## src/design/hlscan_pkg.sv

```systemverilog
// ----------------------------------------------------------------------------
// hlscan_pkg
// Types, constants and the hex digit decoder shared by the hex literal scanner.
// ----------------------------------------------------------------------------
package hlscan_pkg;

  localparam int CHAR_W    = 8;
  localparam int VALUE_W   = 32;
  localparam int CNT_W     = 4;
  localparam int DIGIT_W   = 4;
  localparam int MAX_DIGITS = 8;

  localparam logic [CHAR_W-1:0] CH_ZERO  = 8'h30;
  localparam logic [CHAR_W-1:0] CH_NINE  = 8'h39;
  localparam logic [CHAR_W-1:0] CH_UP_A  = 8'h41;
  localparam logic [CHAR_W-1:0] CH_UP_F  = 8'h46;
  localparam logic [CHAR_W-1:0] CH_LO_A  = 8'h61;
  localparam logic [CHAR_W-1:0] CH_LO_F  = 8'h66;
  localparam logic [CHAR_W-1:0] CH_X_UP  = 8'h58;
  localparam logic [CHAR_W-1:0] CH_X_LO  = 8'h78;
  localparam logic [CHAR_W-1:0] OFS_NUM  = 8'd48;
  localparam logic [CHAR_W-1:0] OFS_UP   = 8'd55;
  localparam logic [CHAR_W-1:0] OFS_LO   = 8'd87;

  typedef struct packed {
    logic [CHAR_W-1:0] char_byte;
    logic              end_of_string;
  } in_item_t;

  typedef struct packed {
    logic [VALUE_W-1:0] literal_value;
    logic [CNT_W-1:0]   digit_count;
  } lit_t;

  typedef struct packed {
    logic               is_hex;
    logic [DIGIT_W-1:0] value;
  } hex_dec_t;

  function automatic hex_dec_t hex_decode(input logic [CHAR_W-1:0] c);
    hex_dec_t          d;
    logic [CHAR_W-1:0] diff;
    d    = '0;
    diff = '0;
    if (c >= CH_ZERO && c <= CH_NINE) begin
      diff     = c - OFS_NUM;
      d.is_hex = 1'b1;
    end else if (c >= CH_UP_A && c <= CH_UP_F) begin
      diff     = c - OFS_UP;
      d.is_hex = 1'b1;
    end else if (c >= CH_LO_A && c <= CH_LO_F) begin
      diff     = c - OFS_LO;
      d.is_hex = 1'b1;
    end
    d.value = diff[DIGIT_W-1:0];
    return d;
  endfunction

endpackage

```

## src/design/hlscan_if.sv

```systemverilog
// ----------------------------------------------------------------------------
// hlscan_in_if / hlscan_out_if
// Valid/ready channels carrying characters in and hex literals out.
// ----------------------------------------------------------------------------
interface hlscan_in_if import hlscan_pkg::*; ();
  logic              valid;
  logic              ready;
  logic [CHAR_W-1:0] char_byte;
  logic              end_of_string;

  modport source (output valid, output char_byte, output end_of_string, input ready);
  modport sink   (input valid, input char_byte, input end_of_string, output ready);
endinterface

interface hlscan_out_if import hlscan_pkg::*; ();
  logic               valid;
  logic               ready;
  logic [VALUE_W-1:0] literal_value;
  logic [CNT_W-1:0]   digit_count;

  modport source (output valid, output literal_value, output digit_count, input ready);
  modport sink   (input valid, input literal_value, input digit_count, output ready);
endinterface

```

## src/design/hex_literal_scanner_core.sv

```systemverilog
// ----------------------------------------------------------------------------
// hex_literal_scanner_core
// Finds hex literals introduced by 0x or 0X in a character stream and reports
// the value and digit count of each one.
// ----------------------------------------------------------------------------
//  channel   direction  payload
//  in_ch     in         char_byte[7:0], end_of_string
//  out_ch    out        literal_value[31:0], digit_count[3:0]
//
// One character is taken per cycle unless out_ch stalls. A literal is loaded
// into the result register, and offered on out_ch, as the scan stage consumes
// its closing character from the input register. Reset is synchronous and
// clears the history and any open literal. A stalled result register holds
// back the scan stage, and the input register fills before in_ch.ready falls.
// ----------------------------------------------------------------------------
module hex_literal_scanner_core import hlscan_pkg::*; (
  input  logic         clk,
  input  logic         rst_n,
  hlscan_in_if.sink    in_ch,
  hlscan_out_if.source out_ch
);

  logic     advance;
  logic     item_valid;
  in_item_t item;
  logic     out_free;
  logic     lit_valid;
  lit_t     lit;

  hlscan_in_stage u_in (
    .clk        (clk),
    .rst_n      (rst_n),
    .in_ch      (in_ch),
    .advance    (advance),
    .item_valid (item_valid),
    .item       (item)
  );

  hlscan_scan u_scan (
    .clk        (clk),
    .rst_n      (rst_n),
    .item_valid (item_valid),
    .item       (item),
    .out_free   (out_free),
    .advance    (advance),
    .lit_valid  (lit_valid),
    .lit        (lit)
  );

  hlscan_out_stage u_out (
    .clk    (clk),
    .rst_n  (rst_n),
    .load   (lit_valid),
    .lit    (lit),
    .free   (out_free),
    .out_ch (out_ch)
  );

endmodule

```

## src/design/hlscan_in_stage.sv

```systemverilog
// ----------------------------------------------------------------------------
// hlscan_in_stage
// Input register: holds one character until the scan logic consumes it.
// ----------------------------------------------------------------------------
module hlscan_in_stage import hlscan_pkg::*; (
  input  logic         clk,
  input  logic         rst_n,
  hlscan_in_if.sink    in_ch,
  input  logic         advance,
  output logic         item_valid,
  output in_item_t     item
);

  logic     valid_r;
  logic     valid_nxt;
  in_item_t item_r;
  logic     take;

  assign in_ch.ready = !valid_r || advance;
  assign take        = in_ch.valid && in_ch.ready;

  always_comb begin
    valid_nxt = valid_r;
    if (take) begin
      valid_nxt = 1'b1;
    end else if (advance) begin
      valid_nxt = 1'b0;
    end
  end

  always_ff @(posedge clk) begin
    if (!rst_n) begin
      valid_r <= 1'b0;
    end else begin
      valid_r <= valid_nxt;
    end
  end

  always_ff @(posedge clk) begin
    if (take) begin
      item_r.char_byte     <= in_ch.char_byte;
      item_r.end_of_string <= in_ch.end_of_string;
    end
  end

  assign item_valid = valid_r;
  assign item       = item_r;

endmodule

```

## src/design/hlscan_scan.sv

```systemverilog
// ----------------------------------------------------------------------------
// hlscan_scan
// Byte history, prefix detection and digit accumulation for one character
// per cycle while the result register can take a literal (advance).
// ----------------------------------------------------------------------------
module hlscan_scan import hlscan_pkg::*; (
  input  logic     clk,
  input  logic     rst_n,
  input  logic     item_valid,
  input  in_item_t item,
  input  logic     out_free,
  output logic     advance,
  output logic     lit_valid,
  output lit_t     lit
);

  logic [CHAR_W-1:0]  prev_r, prev_nxt;
  logic [CHAR_W-1:0]  prev2_r, prev2_nxt;
  logic               lock_r, lock_nxt;
  logic               lock2_r, lock2_nxt;
  logic               inlit_r, inlit_nxt;
  logic [VALUE_W-1:0] acc_r, acc_nxt;
  logic [CNT_W-1:0]   dig_r, dig_nxt;

  hex_dec_t           dec;
  logic               prefix;
  logic               active;
  logic [CNT_W:0]     cnt;
  logic [VALUE_W-1:0] acc_shift;
  logic               cur_lock;
  logic               lock_mid;
  logic               emit;

  assign advance   = item_valid && out_free;
  assign dec       = hex_decode(item.char_byte);
  assign prefix    = (prev2_r == CH_ZERO) && ((prev_r == CH_X_LO) || (prev_r == CH_X_UP))
                     && !lock2_r;
  assign active    = inlit_r || prefix;
  assign cnt       = {1'b0, dig_r} + (CNT_W+1)'(1);
  assign acc_shift = {acc_r[VALUE_W-DIGIT_W-1:0], dec.value};

  always_comb begin
    emit      = 1'b0;
    lit       = '0;
    cur_lock  = 1'b0;
    lock_mid  = lock_r;
    inlit_nxt = 1'b0;
    acc_nxt   = '0;
    dig_nxt   = '0;
    if (active && dec.is_hex) begin
      if (cnt >= (CNT_W+1)'(MAX_DIGITS) || item.end_of_string) begin
        emit              = 1'b1;
        lit.literal_value = acc_shift;
        lit.digit_count   = cnt[CNT_W-1:0];
        cur_lock          = 1'b1;
      end else begin
        inlit_nxt = 1'b1;
        acc_nxt   = acc_shift;
        dig_nxt   = cnt[CNT_W-1:0];
      end
    end else if (inlit_r) begin
      emit              = 1'b1;
      lit.literal_value = acc_r;
      lit.digit_count   = dig_r;
      lock_mid          = 1'b1;
    end
    prev2_nxt = prev_r;
    prev_nxt  = item.char_byte;
    lock2_nxt = lock_mid;
    lock_nxt  = cur_lock;
    if (item.end_of_string) begin
      prev2_nxt = '0;
      prev_nxt  = '0;
      lock2_nxt = 1'b0;
      lock_nxt  = 1'b0;
      inlit_nxt = 1'b0;
      acc_nxt   = '0;
      dig_nxt   = '0;
    end
  end

  assign lit_valid = advance && emit;

  always_ff @(posedge clk) begin
    if (!rst_n) begin
      prev_r  <= '0;
      prev2_r <= '0;
      lock_r  <= 1'b0;
      lock2_r <= 1'b0;
      inlit_r <= 1'b0;
      acc_r   <= '0;
      dig_r   <= '0;
    end else if (advance) begin
      prev_r  <= prev_nxt;
      prev2_r <= prev2_nxt;
      lock_r  <= lock_nxt;
      lock2_r <= lock2_nxt;
      inlit_r <= inlit_nxt;
      acc_r   <= acc_nxt;
      dig_r   <= dig_nxt;
    end
  end

endmodule

```

## src/design/hlscan_out_stage.sv

```systemverilog
// ----------------------------------------------------------------------------
// hlscan_out_stage
// Result register: holds one literal until the downstream side takes it.
// ----------------------------------------------------------------------------
module hlscan_out_stage import hlscan_pkg::*; (
  input  logic          clk,
  input  logic          rst_n,
  input  logic          load,
  input  lit_t          lit,
  output logic          free,
  hlscan_out_if.source  out_ch
);

  logic valid_r;
  logic valid_nxt;
  lit_t lit_r;

  assign free = !valid_r || out_ch.ready;

  always_comb begin
    valid_nxt = valid_r;
    if (load) begin
      valid_nxt = 1'b1;
    end else if (out_ch.ready) begin
      valid_nxt = 1'b0;
    end
  end

  always_ff @(posedge clk) begin
    if (!rst_n) begin
      valid_r <= 1'b0;
    end else begin
      valid_r <= valid_nxt;
    end
  end

  always_ff @(posedge clk) begin
    if (load) begin
      lit_r <= lit;
    end
  end

  assign out_ch.valid         = valid_r;
  assign out_ch.literal_value = lit_r.literal_value;
  assign out_ch.digit_count   = lit_r.digit_count;

endmodule
```

## src/flat_wrapper.sv

```systemverilog
// flat-port wrapper written by rule: the top's interface ports become plain ports
module hex_literal_scanner_core_flat import hlscan_pkg::*;
  (clk, rst_n, in_ch_valid, in_ch_char_byte, in_ch_end_of_string, in_ch_ready, out_ch_valid, out_ch_literal_value, out_ch_digit_count, out_ch_ready);
  hlscan_in_if in_ch_i ();
  hlscan_out_if out_ch_i ();
  input  logic clk;
  input  logic rst_n;
  input wire logic [$bits(in_ch_i.valid)-1:0] in_ch_valid;
  input wire logic [$bits(in_ch_i.char_byte)-1:0] in_ch_char_byte;
  input wire logic [$bits(in_ch_i.end_of_string)-1:0] in_ch_end_of_string;
  output wire logic [$bits(in_ch_i.ready)-1:0] in_ch_ready;
  output wire logic [$bits(out_ch_i.valid)-1:0] out_ch_valid;
  output wire logic [$bits(out_ch_i.literal_value)-1:0] out_ch_literal_value;
  output wire logic [$bits(out_ch_i.digit_count)-1:0] out_ch_digit_count;
  input wire logic [$bits(out_ch_i.ready)-1:0] out_ch_ready;
  assign in_ch_i.valid = in_ch_valid;
  assign in_ch_i.char_byte = in_ch_char_byte;
  assign in_ch_i.end_of_string = in_ch_end_of_string;
  assign in_ch_ready = in_ch_i.ready;
  assign out_ch_valid = out_ch_i.valid;
  assign out_ch_literal_value = out_ch_i.literal_value;
  assign out_ch_digit_count = out_ch_i.digit_count;
  assign out_ch_i.ready = out_ch_ready;
  hex_literal_scanner_core u_core (.clk(clk), .rst_n(rst_n), .in_ch(in_ch_i), .out_ch(out_ch_i));
endmodule
```

## config.mk

```make
export PLATFORM = sky130hd
export DESIGN_NAME = hex_literal_scanner_core_flat
export DESIGN_NICKNAME = d
export VERILOG_FILES = /design/src/design/hlscan_pkg.sv /design/src/design/hlscan_if.sv /design/src/design/hex_literal_scanner_core.sv /design/src/design/hlscan_in_stage.sv /design/src/design/hlscan_scan.sv /design/src/design/hlscan_out_stage.sv /design/src/flat_wrapper.sv
export SDC_FILE = /design/constraint.sdc
export NUM_CORES = 1
export LEC_CHECK = 0
export ABC_AREA = 1
export BUFFER_PORTS_ARGS = -buffer_cell sky130_fd_sc_hd__buf_2
export CORE_ASPECT_RATIO = 0.5
export CORE_MARGIN = 2
export CORE_UTILIZATION = 33
export DETAILED_ROUTE_END_ITERATION = 6
export PLACE_DENSITY = 0.55
export SLEW_MARGIN = 20
export SYNTH_ARGS = -nofsm -noshare
export SYNTH_HDL_FRONTEND = slang
export SYNTH_SLANG_ARGS = --single-unit
```

## constraint.sdc

```tcl
create_clock -name clk -period 3.84 [get_ports clk]
set_input_delay 0.384 -clock clk [delete_from_list [all_inputs] [get_ports clk]]
set_output_delay 0.384 -clock clk [all_outputs]
set_load 0.01 [all_outputs]
```

Word-level counts from Yosys, hierarchy flattened

Cells that the tools add are included.

Logic and storage cells: 78
Bits in registers: 102

Eq/ne operators: 3
Reduce and logical (&&, ||, !) cells: 19
Muxes and demuxes: 32
Add/sub/neg operators: 4
Order comparisons: 7

Operators by type and width:

| kind                | number |
|---|---|
| $mux 36             | 3 |
| $mux 32             | 3 |
| $mux 4              | 6 |
| $mux 1              | 18 |
| $eq 8x7->1 const B  | 2 |
| $ge 8x7->1 const B  | 2 |
| $le 8x7->1 const B  | 2 |
| $mux 8              | 2 |
| $logic_and 1x1->1   | 9 |
| $eq 8x6->1 const B  | 1 |
| $ge 8x6->1 const B  | 1 |
| $le 8x6->1 const B  | 1 |
| $sub 4x3->4 const B | 2 |
| $add 4x1->5 const B | 1 |
| $ge 5x4->1 const B  | 1 |
| $logic_or 1x1->1    | 5 |
| $reduce_bool 2->1   | 2 |
| $sub 4x1->4 const B | 1 |
| $logic_not 1->1     | 3 |

Logic depth before layout (Yosys ltp)

Gate-level depths: netlist (run 1).

Depth after elaboration: 9
Gate-level depth with buffers: 11
Gate-level depth less buffers: 11

Modules after synthesis

A second synthesis (run 1) with hierarchy kept.

Cells, all modules: 479
Area, all modules: 4319.1 µm²

By module, submodules not included:

| module           | area an instance (µm²) | times used | cells each |
|---|---|---|---|
| hlscan_scan      | 2870.3                 | 1          | 421 |
| hlscan_out_stage | 1127.3                 | 1          | 42 |
| hlscan_in_stage  | 321.6                  | 1          | 16 |

Worst setup path before layout (run 1)

OpenSTA, ideal clock, no wires.

Path kind: register -> register
Start point: register u_core.u_in.item_r, in the netlist u_core.u_in.item[1]
End point: register u_core.u_out.lit_r, in the netlist u_core.u_out.out_ch.digit_count[0] (enable)
Period minus slack after synthesis: 2.423 ns
Arrival: 2.032 ns
Path slack: 1.417 ns
Buffers on the path: 0
Cell stages (with the launch flop): 9
Cell sequence: edfxtp_1 ha_1 o21ai_0 nand2_1 nand2_2 nand2_4 nand3_4 nand3_1 inv_1

Longest elaborated chain between the ends: 8
Elaborated cells between the ends (all ways): 15

Ends and longest elaborated chain:

| what                                            | line                           | source |
|---|---|---|
| from (decl)                                     | hlscan_in_stage.sv:16          | `in_item_t item_r;` |
| $ge 8x7->1 / $le 8x7->1 (equally long branches) | hlscan_pkg.sv:51               | `end else if (c >= CH_LO_A && c <= CH_LO_F) begin` |
| $logic_and 1x1->1                               | hlscan_pkg.sv:51               |  |
| $mux 1                                          | hlscan_pkg.sv:51               |  |
| $mux 1                                          | hlscan_pkg.sv:48               | `end else if (c >= CH_UP_A && c <= CH_UP_F) begin` |
| $mux 1 (*)                                      | hlscan_pkg.sv:45               | `if (c >= CH_ZERO && c <= CH_NINE) begin` |
| $logic_and 1x1->1 (*)                           | hlscan_scan.sv:50              | `if (active && dec.is_hex) begin` |
| $mux 1 (*)                                      | hlscan_scan.sv:50              |  |
| $logic_and 1x1->1 (*)                           | hlscan_scan.sv:82              | `assign lit_valid = advance && emit;` |
| net u_core.lit_valid                            | hex_literal_scanner_core.sv:27 | `logic lit_valid;` |
| to (signal assigned)                            | hlscan_out_stage.sv:39         | `lit_r <= lit;` |
| to (decl)                                       | hlscan_out_stage.sv:16         | `lit_t lit_r;` |

The timed path passes the listed nets; every way through them passes the cells marked *.
A chain may end at the register's enable or synchronous reset.

==> impl_results.md, run 1 <==
* Setup Buffers After CTS at 0
* Synthesized net count at 468
* First-pass GRT wire length at 14.2 mm
* HP Class: input pin to flip-flop
* Post-synthesis sequential area ratio at 60.3%
* Max Fclk at 404 MHz
* Multi-input gate area at 1330 um2
* Diode count at 0
* Worst slew pin tran at 1.03 ns
* Placed instance count at 647
* Part of the power in combinational logic at 3.0%
* Worst Skew at 0.00682 ns
* Clock transition at the registers of the reported paths at 0.07 ns
* H-tree levels at 3
* Final wirelength at 8.47 mm
* Max Fanout on Critical Path at 30
* Startpoint types: flip-flop
* Vias per cell at 4.54
* Post-cts sizing count at 0
* Post-route ant nets at 0
* Final setup fails at 0
* Std-Cell Core Area at 12000 um2
* Gp weighted congestion at 0.774
* Share of cells above drive strength 1 at 16.5%
* Largest net degree at the start of global routing at 37
* Die width at 162 um
* Worst EP required at 3.90 ns
* Pwr Density at 449 nW/um2
* Most used DFF post-synth: dfxtp_1
* Max-slew violation count at 0
* Worst R2R Setup Slack at 1.37 ns
* Peak supply drop at 209 uV
* CTS tree: done
* Commonest cells after routing, fill and taps aside: 136 x nand2_1, 57 x a21oi_1, 57 x dfxtp_1, 51 x inv_1, 50 x buf_2
* Internal cell power at 1700 uW
* Data arrival, critical path at 2.53 ns
* Clock period minus worst slack at 2.47 ns
* Yosys reg bits at 102
* Vias in the first global route at 2777
* Mapped Area at 4130 um2
* Post-synthesis instance total at 450
* Vias post-DR at 3011
* Die Y at 83.1 um
* Mean routed wirelength per cell at 12.8 um
* Syn. warnings at 0
* Grt ovf at 0
* Register share of total power at 53.0%
* Initial antenna violation count at 0
* Critical path capture point type: flip-flop
* Clock power share at 44.0%
* Setup CP Type: flip-flop to flip-flop
* Fill cells at 1194
* Ports at 51
* Most common cell after layout, fill and taps aside: nand2_1
* Longest Clk Path Bufs at 2
* PortBufs at 50
* Synth async-reset ratio at 0%
* Crit share post-route at 64.4%
* Drt pass-1 iters at 4
* Post-route setup TNS at 0 ns
* Status: completed
* Post-synthesis cell type count at 28
* Unrepaired setup endpoints after global routing: false
* Register area at 2490 um2
* Area delta synth->final at 16.7%
* Initial detailed-routing violation count at 270
* Worst skew pair latency at 0.35 ns
* Final hold violations at 0
* Final HPWL DP at 5.54 mm
* CTS Hold Bufs at 0
* EDFF count, synth at 45
* Final net count at 511
* Clock root cell: clkbuf_16
* Sw Ratio at 21.4%
* Residual DRC at 0
* Die ar. at 13500 um2
* Max-cap violation count at 0
* Final Non-Filler Cells at 663
* Rows at 28
* Starting Density at 34.4%
* Syn Area/Cell at 9.18 um2
* Overall Global Routing Usage at 13.2%
* CTS Sinks at 102
* Sw power at 463 uW
* Total CTS buffers at 9
* Slew HR at 31.4%
* Lkg Pwr at 0.00185 uW
final cells by class:
type / count / share of cell area, %
inverter: 52 / 4.05
timing repair buffer: 54 / 5.81
clock inverter: 5 / 1.32
clock buffer: 11 / 5.24
multi-input combinational: 274 / 27.6
tap: 165 / 4.28
sequential: 102 / 51.7
per-layer routing:
layer	GRT usage [%]	up-vias	share of wire (%)
met5	0	-	0
met2	17.8	62	40
met1	19.8	1377	54
met4	3.86	0	1.2
li1	-	1565	-
met3	4.45	7	5.1
state kept, by name, summed over array words and instances (netlist names):
| name | flops |
|---|---|
| u_core.u_in.item | 9 |
| u_core.u_out.out_ch.valid | 1 |
| u_core.u_out.out_ch.digit_count | 4 |
| u_core.u_scan.inlit_r | 1 |
| u_core.u_scan.lock2_r | 1 |
| u_core.u_in.item_valid | 1 |
| u_core.u_scan.prev2_r | 8 |
| u_core.u_scan.lock_r | 1 |
| u_core.u_scan.acc_r | 32 |
| u_core.u_scan.dig_r | 4 |
| u_core.u_out.out_ch.literal_value | 32 |
| u_core.u_scan.prev_r | 8 |
worst max-delay path, stage by stage (launching register included):
cell and delay, ns:
edfxtp_1 0.48, inv_1 0.12, ha_1 0.17, o21ai_0 0.07
nand2_1 0.07, nand2_2 0.11, nand2_4 0.14, nor2_4 0.07
inv_1 0.75, o22ai_1 0.18
cells by family after synthesis:
| kind of cell | Yosys count | synth area share [%] |
|---|---|---|
| buffers and inverters | 74 | 7.48 |
| DFF | 102 | 60.3 |
| adders and majority gates | 5 | 1.51 |
| AOI/OAI and AO/OA | 99 | 12.9 |
| xor gates and xnor gates | 1 | 0.212 |
| and+or+nand+nor | 169 | 17.5 |
power groups by stage:
| stage | Combinational (uW) | Clock, uW | Sequential (uW) |
|---|---|---|---|
| 2_1_floorplan | 47.3 | 0 | 1170 |
| 3_3_place_gp | 65.4 | 0 | 1170 |
| 3_5_place_dp | 65.9 | 0 | 1170 |
| 4_1_cts | 65.8 | 980 | 1150 |
| 5_1_grt | 74.9 | 1030 | 1150 |
| 6_report | 65.5 | 953 | 1150 |
final timing paths:
kind,start,endpoint,cells past startpoint
worst max-delay path,u_core.u_in.item[1],u_core.u_out.out_ch.literal_value[15],9
worst min-delay path,in_ch_char_byte[3],u_core.u_in.item[4],1
worst max register to register,u_core.u_in.item[1],u_core.u_out.out_ch.literal_value[15],9
worst min register to register,u_core.u_scan.prev2_r[6],u_core.u_scan.prev2_r[6],2
through the flow:
| step | hold WS [ns] | worst slack [ns] | utilization, % | cell area [um2] | total power, uW |
|---|---|---|---|---|---|
| after floorplan | 0.441 | 1.42 | - | 4130 | 1220 |
| after global placement | 0.451 | 1.45 | 37.5 | 4510 | 1240 |
| final | 0.207 | 1.37 | 40.1 | 4820 | 2170 |
| after global routing | 0.186 | 1.11 | 40.1 | 4820 | 2260 |
| after CTS | 0.195 | 1.36 | 40.1 | 4820 | 2190 |
| after detailed placement | 0.456 | 1.38 | 37.5 | 4510 | 1240 |
cells in the mapped netlist (2+ instances only):
library cell	n	area, um2
o22ai_1	26	163
buf_1	2	7.51
o21ai_0	9	45.0
dfxtp_1	57	1140
nand2_1	137	514
clkbuf_1	10	37.5
edfxtp_1	45	1350
o21ai_1	5	25.0
nand2_2	2	12.5
inv_1	51	191
a21oi_1	57	285
nor2_4	3	33.8
buf_2	7	35.0
buf_6	3	33.8
nand3_1	7	35.0
nor2_1	13	48.8
ha_1	5	62.6
Power figures use the tool's default switching activity.
==> run 2: changes to the inputs <==
Clock period 3.84 ns to 2.51 ns, I/O delays scaled along.
==> run 2 against run 1 <==
Compared with the run above: global-route usage is essentially flat; sequential power grew 53%; sequential share of layout area shrank 0.25 points; maximum frequency grew 15%; critical path depth grew 2; clock power grew 43%; sequential cell count is the same; clock skew grew 0.0026 ns; via count grew 0.90%; worst hold slack lost 0.13 ns; critical path type unchanged; largest power group unchanged; highest routed layer unchanged.
==> impl_results.md, run 2 (synthesis results as in run 1) <==
* Die ar. at 13500 um2 (unchanged)
* Final setup fails at 0 (unchanged)
* Critical-path top delay cell: edfxtp_1
* Max Fanout on Critical Path at 20 (-33%)
* Slowest cell delay on critical path at 0.44 ns (-0.31 ns)
* Ports at 51 (unchanged)
* Vias per cell at 4.57 (+0.59%)
* Mean routed wirelength per cell at 13.0 um (+1.9%)
* Pwr Total at 3220 uW (+49%)
* Final HPWL DP at 5.55 mm (+0.15%)
* Initial detailed-routing violation count at 237 (-12%)
* Worst-path cell chain: inv_1 > ha_1 > o21ai_0 > nand2_1 > nand2_2 > nand2_4 > nand2_1 > nor2_4 > inv_2 > buf_12 > o22ai_1
* Status: completed
* Starting Density at 34.4% (unchanged)
* Peak supply drop at 389 uV (+86%)
* CTS Hold Bufs at 0 (unchanged)
* Commonest cells after routing, fill and taps aside: 136 x nand2_1, 57 x a21oi_1, 57 x dfxtp_1, 51 x inv_1, 50 x buf_2
* Setup Buffers After CTS at 0 (unchanged)
* Initial antenna violation count at 0 (unchanged)
* Max Fclk at 465 MHz (+15%)
* Fill cells at 1222 (+2.3%)
* Diode count at 0 (unchanged)
* Largest net degree at the start of global routing at 57 (+54%)
* Share of cells above drive strength 1 at 16.8% (+0.33 points)
* Die Y at 83.1 um (unchanged)
* Crit share post-route at 85.7% (+21 points)
* Drt pass-1 iters at 4 (unchanged)
* Critical path capture point type: flip-flop
* Worst slew pin tran at 0.615 ns (-0.412 ns)
* Final net count at 515 (+0.78%)
* Place WS at 0.369 ns (-1.01 ns)
* Residual DRC at 0 (unchanged)
* Clock root cell: clkbuf_16
* Vias in the first global route at 2724 (-1.9%)
* Post-route ant nets at 0 (unchanged)
* Unrepaired setup endpoints after global routing: false
* Startpoint types: flip-flop
* Worst skew pair latency at 0.35 ns (about the same)
* Post-cts sizing count at 0 (unchanged)
* Final Non-Filler Cells at 665 (+0.30%)
* Longest Clk Path Bufs at 2 (unchanged)
* First-pass GRT wire length at 14.1 mm (-0.49%)
* Max-slew violation count at 0 (unchanged)
* Most common cell after layout, fill and taps aside: nand2_1
* Final setup margin at 0.358 ns (-1.01 ns)
* PortBufs at 50 (unchanged)
* Min Hold Slack at 0.0790 ns (-0.128 ns)
* Vias post-DR at 3038 (+0.90%)
* CTS tree: done
* HP Class: input pin to flip-flop
* Lkg Pwr at 0.00186 uW (+0.39%)
* Final wirelength at 8.66 mm (+2.2%)
* Grt ovf at 0 (unchanged)
* Area delta synth->final at 17.3%
* Final hold violations at 0 (unchanged)
* Max-cap violation count at 0 (unchanged)
* Slew HR at 59.0% (+28 points)
* Worst Skew at 0.00945 ns (+0.00263 ns)
* Total CTS buffers at 9 (unchanged)
* H-tree levels at 3 (unchanged)
* Gp weighted congestion at 0.793 (+2.4%)
* Data arrival, critical path at 2.24 ns (-0.29 ns)
* Clock period minus worst slack at 2.15 ns (-0.322 ns)
* Die width at 162 um (unchanged)
* CTS Sinks at 102 (unchanged)
* Pwr Density at 665 nW/um2 (+48%)
* Post-route setup TNS at 0 ns (unchanged)
* Rows at 28 (unchanged)
* Placed instance count at 651 (+0.62%)
* CP most frequent cell: nand2_1
* Std-Cell Core Area at 12000 um2 (unchanged)
* Setup CP Type: flip-flop to flip-flop
* Worst EP required at 2.59 ns (-1.31 ns)
* Clock transition at the registers of the reported paths at 0.07 ns (about the same)
* Overall Global Routing Usage at 13.2% (-0.039 points)
-- run 2: worst max-delay path: cells and delay by family, from the launching register on --
kind	cells	cell delay (ns)
AND/OR/NAND/NOR	5	0.53
flip-flops	1	0.44
adder cells (fa/ha/maj)	1	0.21
buffers and inverters	3	0.46
AO/OA/AOI/OAI	2	0.23
-- run 2: final timing paths --
kind                            depth (start not counted)  slack [ns]                    start                                    end
worst max-delay path                                   11        0.36      u_core.u_in.item[1]  u_core.u_out.out_ch.literal_value[18]
worst min-delay path                                    1        0.08       in_ch_char_byte[7]                    u_core.u_in.item[8]
worst max register to register                         11        0.36      u_core.u_in.item[1]  u_core.u_out.out_ch.literal_value[18]
worst min register to register                          2        0.46  u_core.u_scan.prev_r[5]                u_core.u_scan.prev_r[5]
-- run 2: metal layers --
metal	up-vias	track usage, %	part of all wire, %
met4	0	4.26	1.3
li1	1572	-	-
met2	54	18.4	42
met1	1403	19.2	52
met5	-	0	0
met3	9	4.15	4.6
-- run 2: per-stage QoR --
stage / cell area (um2) / utilization (%)
2_1_floorplan: 4130 / -
5_1_grt: 4850 / 40.3
3_5_place_dp: 4560 / 38.0
3_3_place_gp: 4560 / 38.0
4_1_cts: 4850 / 40.3
6_report: 4850 / 40.3
-- run 2: report_power, final --
group          total (uW)  switching, uW  internal [uW]
Sequential           1760           16.2           1740
Clock                1360            599            765
Combinational         104           72.8           30.8
-- run 2: final cells by class --
type | count | area (um2) | area share [%]
clock buffers | 9 | 225 | 4.65
repair buffers | 58 | 335 | 6.92
multi-input cells | 274 | 1330 | 27.5
clock inverters | 5 | 60.1 | 1.24
well taps | 165 | 206 | 4.26
inverters | 52 | 195 | 4.03
flip-flops and latches | 102 | 2490 | 51.4
==> run 3: changes to the inputs <==
Settings changed: ABC_AREA 1 to not set, SYNTH_HIERARCHICAL set to 1.
==> run 3 against run 2 <==
Compared with the run above: synthesized area rose by 2.1%; global-route usage increased by 0.58 points; power is 3.5% higher; critical path type unchanged; cell area is 2.9% higher.
==> impl_results.md, run 3 <==
* Status: completed
* Yosys reg bits at 102 (unchanged)
* GR peak layer: met1
* Synth cell count leaders: 57 x dfxtp_1, 45 x edfxtp_1, 44 x nand2_1, 36 x nand3_1, 35 x o21ai_0
* Total CTS buffers at 9 (unchanged)
* Max-slew violation count at 0 (unchanged)
* EDFF count, synth at 45 (unchanged)
* Startpoint types: flip-flop
* H-tree levels at 3 (unchanged)
* Reg2reg end: u_core/u_out/out_ch.literal_value[18]
* Clock transition at the registers of the reported paths at 0.07 ns (about the same)
* Starting Density at 33.6% (-0.80 points)
* Vias post-DR at 2980 (-1.9%)
* Worst-path cell chain: inv_2 > ha_2 > o21ba_4 > o21ai_4 > and2_1 > nand2_4 > a21oi_4 > buf_4
* Most common cell in the netlist: dfxtp_1
* Vias per cell at 4.93 (+7.8%)
* Mean routed wirelength per cell at 15.0 um (+15%)
* Synth area leaders: edfxtp_1 32%, dfxtp_1 27%, a22o_1 6.6%
* Worst Skew at 0.0112 ns (+0.00172 ns)
* Vias in the first global route at 2830 (+3.9%)
* Crit path from: u_core/u_in/item[2]
* First-pass GRT wire length at 14.9 mm (+5.9%)
* Final net count at 448 (-13%)
* Slew HR at 70.8% (+12 points)
* Final wirelength at 9.07 mm (+4.8%)
* Yosys top cell area share at 32.0% (-0.66 points)
* Most common cell after layout, fill and taps aside: dfxtp_1
* Final HPWL DP at 5.67 mm (+2.2%)
* Post-synthesis instance total at 388 (-14%)
* Share of cells above drive strength 1 at 21.6% (+4.8 points)
* CP bufs+invs at 2 (-1)
* Worst Hold End: u_core/u_in/item[6]
* Post-synth top area cell: edfxtp_1
* Setup Buffers After CTS at 0 (unchanged)
* Data arrival, critical path at 2.32 ns (+0.08 ns)
* R2R cell count at 8 (-3)
* Setup CP Type: flip-flop to flip-flop
* Lkg Pwr at 0.00167 uW (-10%)
* Worst slew pin tran at 0.438 ns (-0.177 ns)
* Post-synthesis sequential area ratio at 59.1% (-1.2 points)
* Initial antenna violation count at 0 (unchanged)
* Max Fanout on Critical Path at 23 (+15%)
* Longest Clk Path Bufs at 2 (unchanged)
* Ports at 51 (unchanged)
* Met1 GRT Util at 20.0% (+0.84 points)
* Delay-heaviest family, CP: compound AO/OA/AOI/OAI gates
* Worst skew pair latency at 0.35 ns (about the same)
* Syn Area/Cell at 10.9 um2 (+18%)
* Peak supply drop at 343 uV (-12%)
* Mapped Area at 4220 um2 (+2.1%)
* Pwr Total at 3340 uW (+3.5%)
* Worst EP required at 2.54 ns (-0.05 ns)
* Synth async-reset ratio at 0% (unchanged)
* Slowest cell delay on critical path at 0.40 ns (-0.04 ns)
* GRT met2 Usage at 19.4% (+0.95 points)
* CTS tree: done
* Synthesized net count at 406 (-13%)
* Met3 Usage GRT at 3.63% (-0.52 points)
* Clock root cell: clkbuf_16
* Commonest cells after routing, fill and taps aside: 57 x dfxtp_1, 50 x buf_2, 45 x edfxtp_1, 43 x nand2_1, 36 x nand3_1
* Overall Global Routing Usage at 13.8% (+0.58 points)
* Final setup fails at 0 (unchanged)
* Std-Cell Core Area at 12600 um2 (+4.5%)
* Grt ovf at 0 (unchanged)
* Diode count at 0 (unchanged)
* DP Area at 4670 um2 (+2.4%)
* Die width at 164 um (+1.0%)
* Worst R2R Setup Slack at 0.22 ns (-0.14 ns)
* Critical-path top delay cell: edfxtp_1
* Crit share post-route at 91.2% (+5.4 points)
* Clock period minus worst slack at 2.29 ns (+0.136 ns)
* Min Hold Slack at 0.0742 ns (-0.00474 ns)
* Pwr Density at 669 nW/um2 (+0.66%)
* CTS Sinks at 102 (unchanged)
* Max-cap violation count at 0 (unchanged)
* Post-cts sizing count at 0 (unchanged)
* Unrepaired setup endpoints after global routing: false
* Die Y at 83.9 um (+0.97%)
* CTS Hold Bufs at 0 (unchanged)
* Die ar. at 13800 um2 (+2.0%)
* Most used DFF post-synth: dfxtp_1
* PortBufs at 50 (unchanged)
* HP Class: input pin to flip-flop
* Hold Crit Depth at 1 (unchanged)
* Post-route setup TNS at 0 ns (unchanged)
* Syn. warnings at 6 (+6)
* Final hold violations at 0 (unchanged)
* Rows at 29 (+3.6%)
* Residual DRC at 0 (unchanged)
* Critical path capture point type: flip-flop
* Largest net degree at the start of global routing at 41 (-28%)
* Post-route ant nets at 0 (unchanged)
* Post-synthesis cell type count at 46 (+64%)
* Worst R2R Start: u_core/u_in/item[2]
* Gp weighted congestion at 0.771 (-2.8%)
* Initial detailed-routing violation count at 272 (+15%)
* Max Fclk at 437 MHz (-6.0%)
* Area delta synth->final at 18.2%
* Util after Layout at 39.7% (-0.62 points)
* Drt pass-1 iters at 4 (unchanged)
* HP Start: in_ch_char_byte[5]
* Final Cell Area at 4990 um2 (+2.9%)
-- run 3: cell count changes in the layout (fill, tap and decap cells not counted), sizes merged, moves of 4 or more --
cell    before  now
nand2      140   44
inv         53   10
a21oi       57   20
a22o         1   32
nand3        9   36
o22ai       26    1
o21ai       14   36
and3         0   16
nor2b        0   16
nor2        17    2
nand2b       0    6
o31ai        0    5
and2         0    4
-- run 3: worst register-to-register path: stages, from the launching register on --
cell	delay, ns
edfxtp_1	0.40
inv_2	0.09
ha_2	0.21
o21ba_4	0.21
o21ai_4	0.21
and2_1	0.27
nand2_4	0.08
a21oi_4	0.17
buf_4	0.32
-- run 3: worst max-delay path by stage --
stage / depth (start not counted) / slack, ns / end
after floorplan: 9 / -0.05 / u_core/u_out/out_ch.digit_count[0]
after global placement: 8 / 0.28 / u_core/u_out/out_ch.literal_value[18]
after detailed placement: 8 / 0.21 / u_core/u_out/out_ch.literal_value[18]
after CTS: 8 / 0.21 / u_core/u_out/out_ch.digit_count[3]
after global routing: 8 / 0.09 / u_core/u_out/out_ch.digit_count[2]
final: 8 / 0.22 / u_core/u_out/out_ch.literal_value[18]
-- run 3: report_power, final --
part           internal [uW]  switching [uW]  leakage [uW]  total [uW]
Clock                    796             654      0.000151        1450
Sequential              1740            15.8      0.000794        1750
Combinational           46.8            88.8      0.000720         136
Total                   2580             758       0.00167        3340
-- run 3: area by class of cell --
cell class	count	area [um2]
fill	1287	7570
sequential	102	2490
multi-input combinational	250	1600
timing repair buffer	59	330
clock buffer	9	225
tap	170	213
clock inverter	7	91.3
inverter	8	30.0
-- run 3: per-stage QoR --
| step | instances | setup WS (ns) |
|---|---|---|
| after global routing | 605 | 0.0928 |
| after CTS | 605 | 0.211 |
| final | 605 | 0.222 |
| after detailed placement | 589 | 0.214 |
| after floorplan | 388 | -0.0498 |
| after global placement | 589 | 0.275 |
-- run 3: cell families (layout without fill, tap and decap cells) --
kind of cell / count (synthesis) / count (layout) / share of synthesized area, %
simple gates: 136 / 136 / 17.5
compound gates: 105 / 105 / 16.9
flops: 102 / 102 / 59.1
buf+inv: 36 / 83 / 4.15
fa+ha+maj: 5 / 5 / 1.48
mux: 3 / 3 / 0.712
xor+xnor: 1 / 1 / 0.208
-- run 3: layer usage --
layer  share of wire (%)  wire [um]
met1                  50       4530
met2                  43       3940
met4                 1.5        135
met3                 5.1        463
met5                   0          0
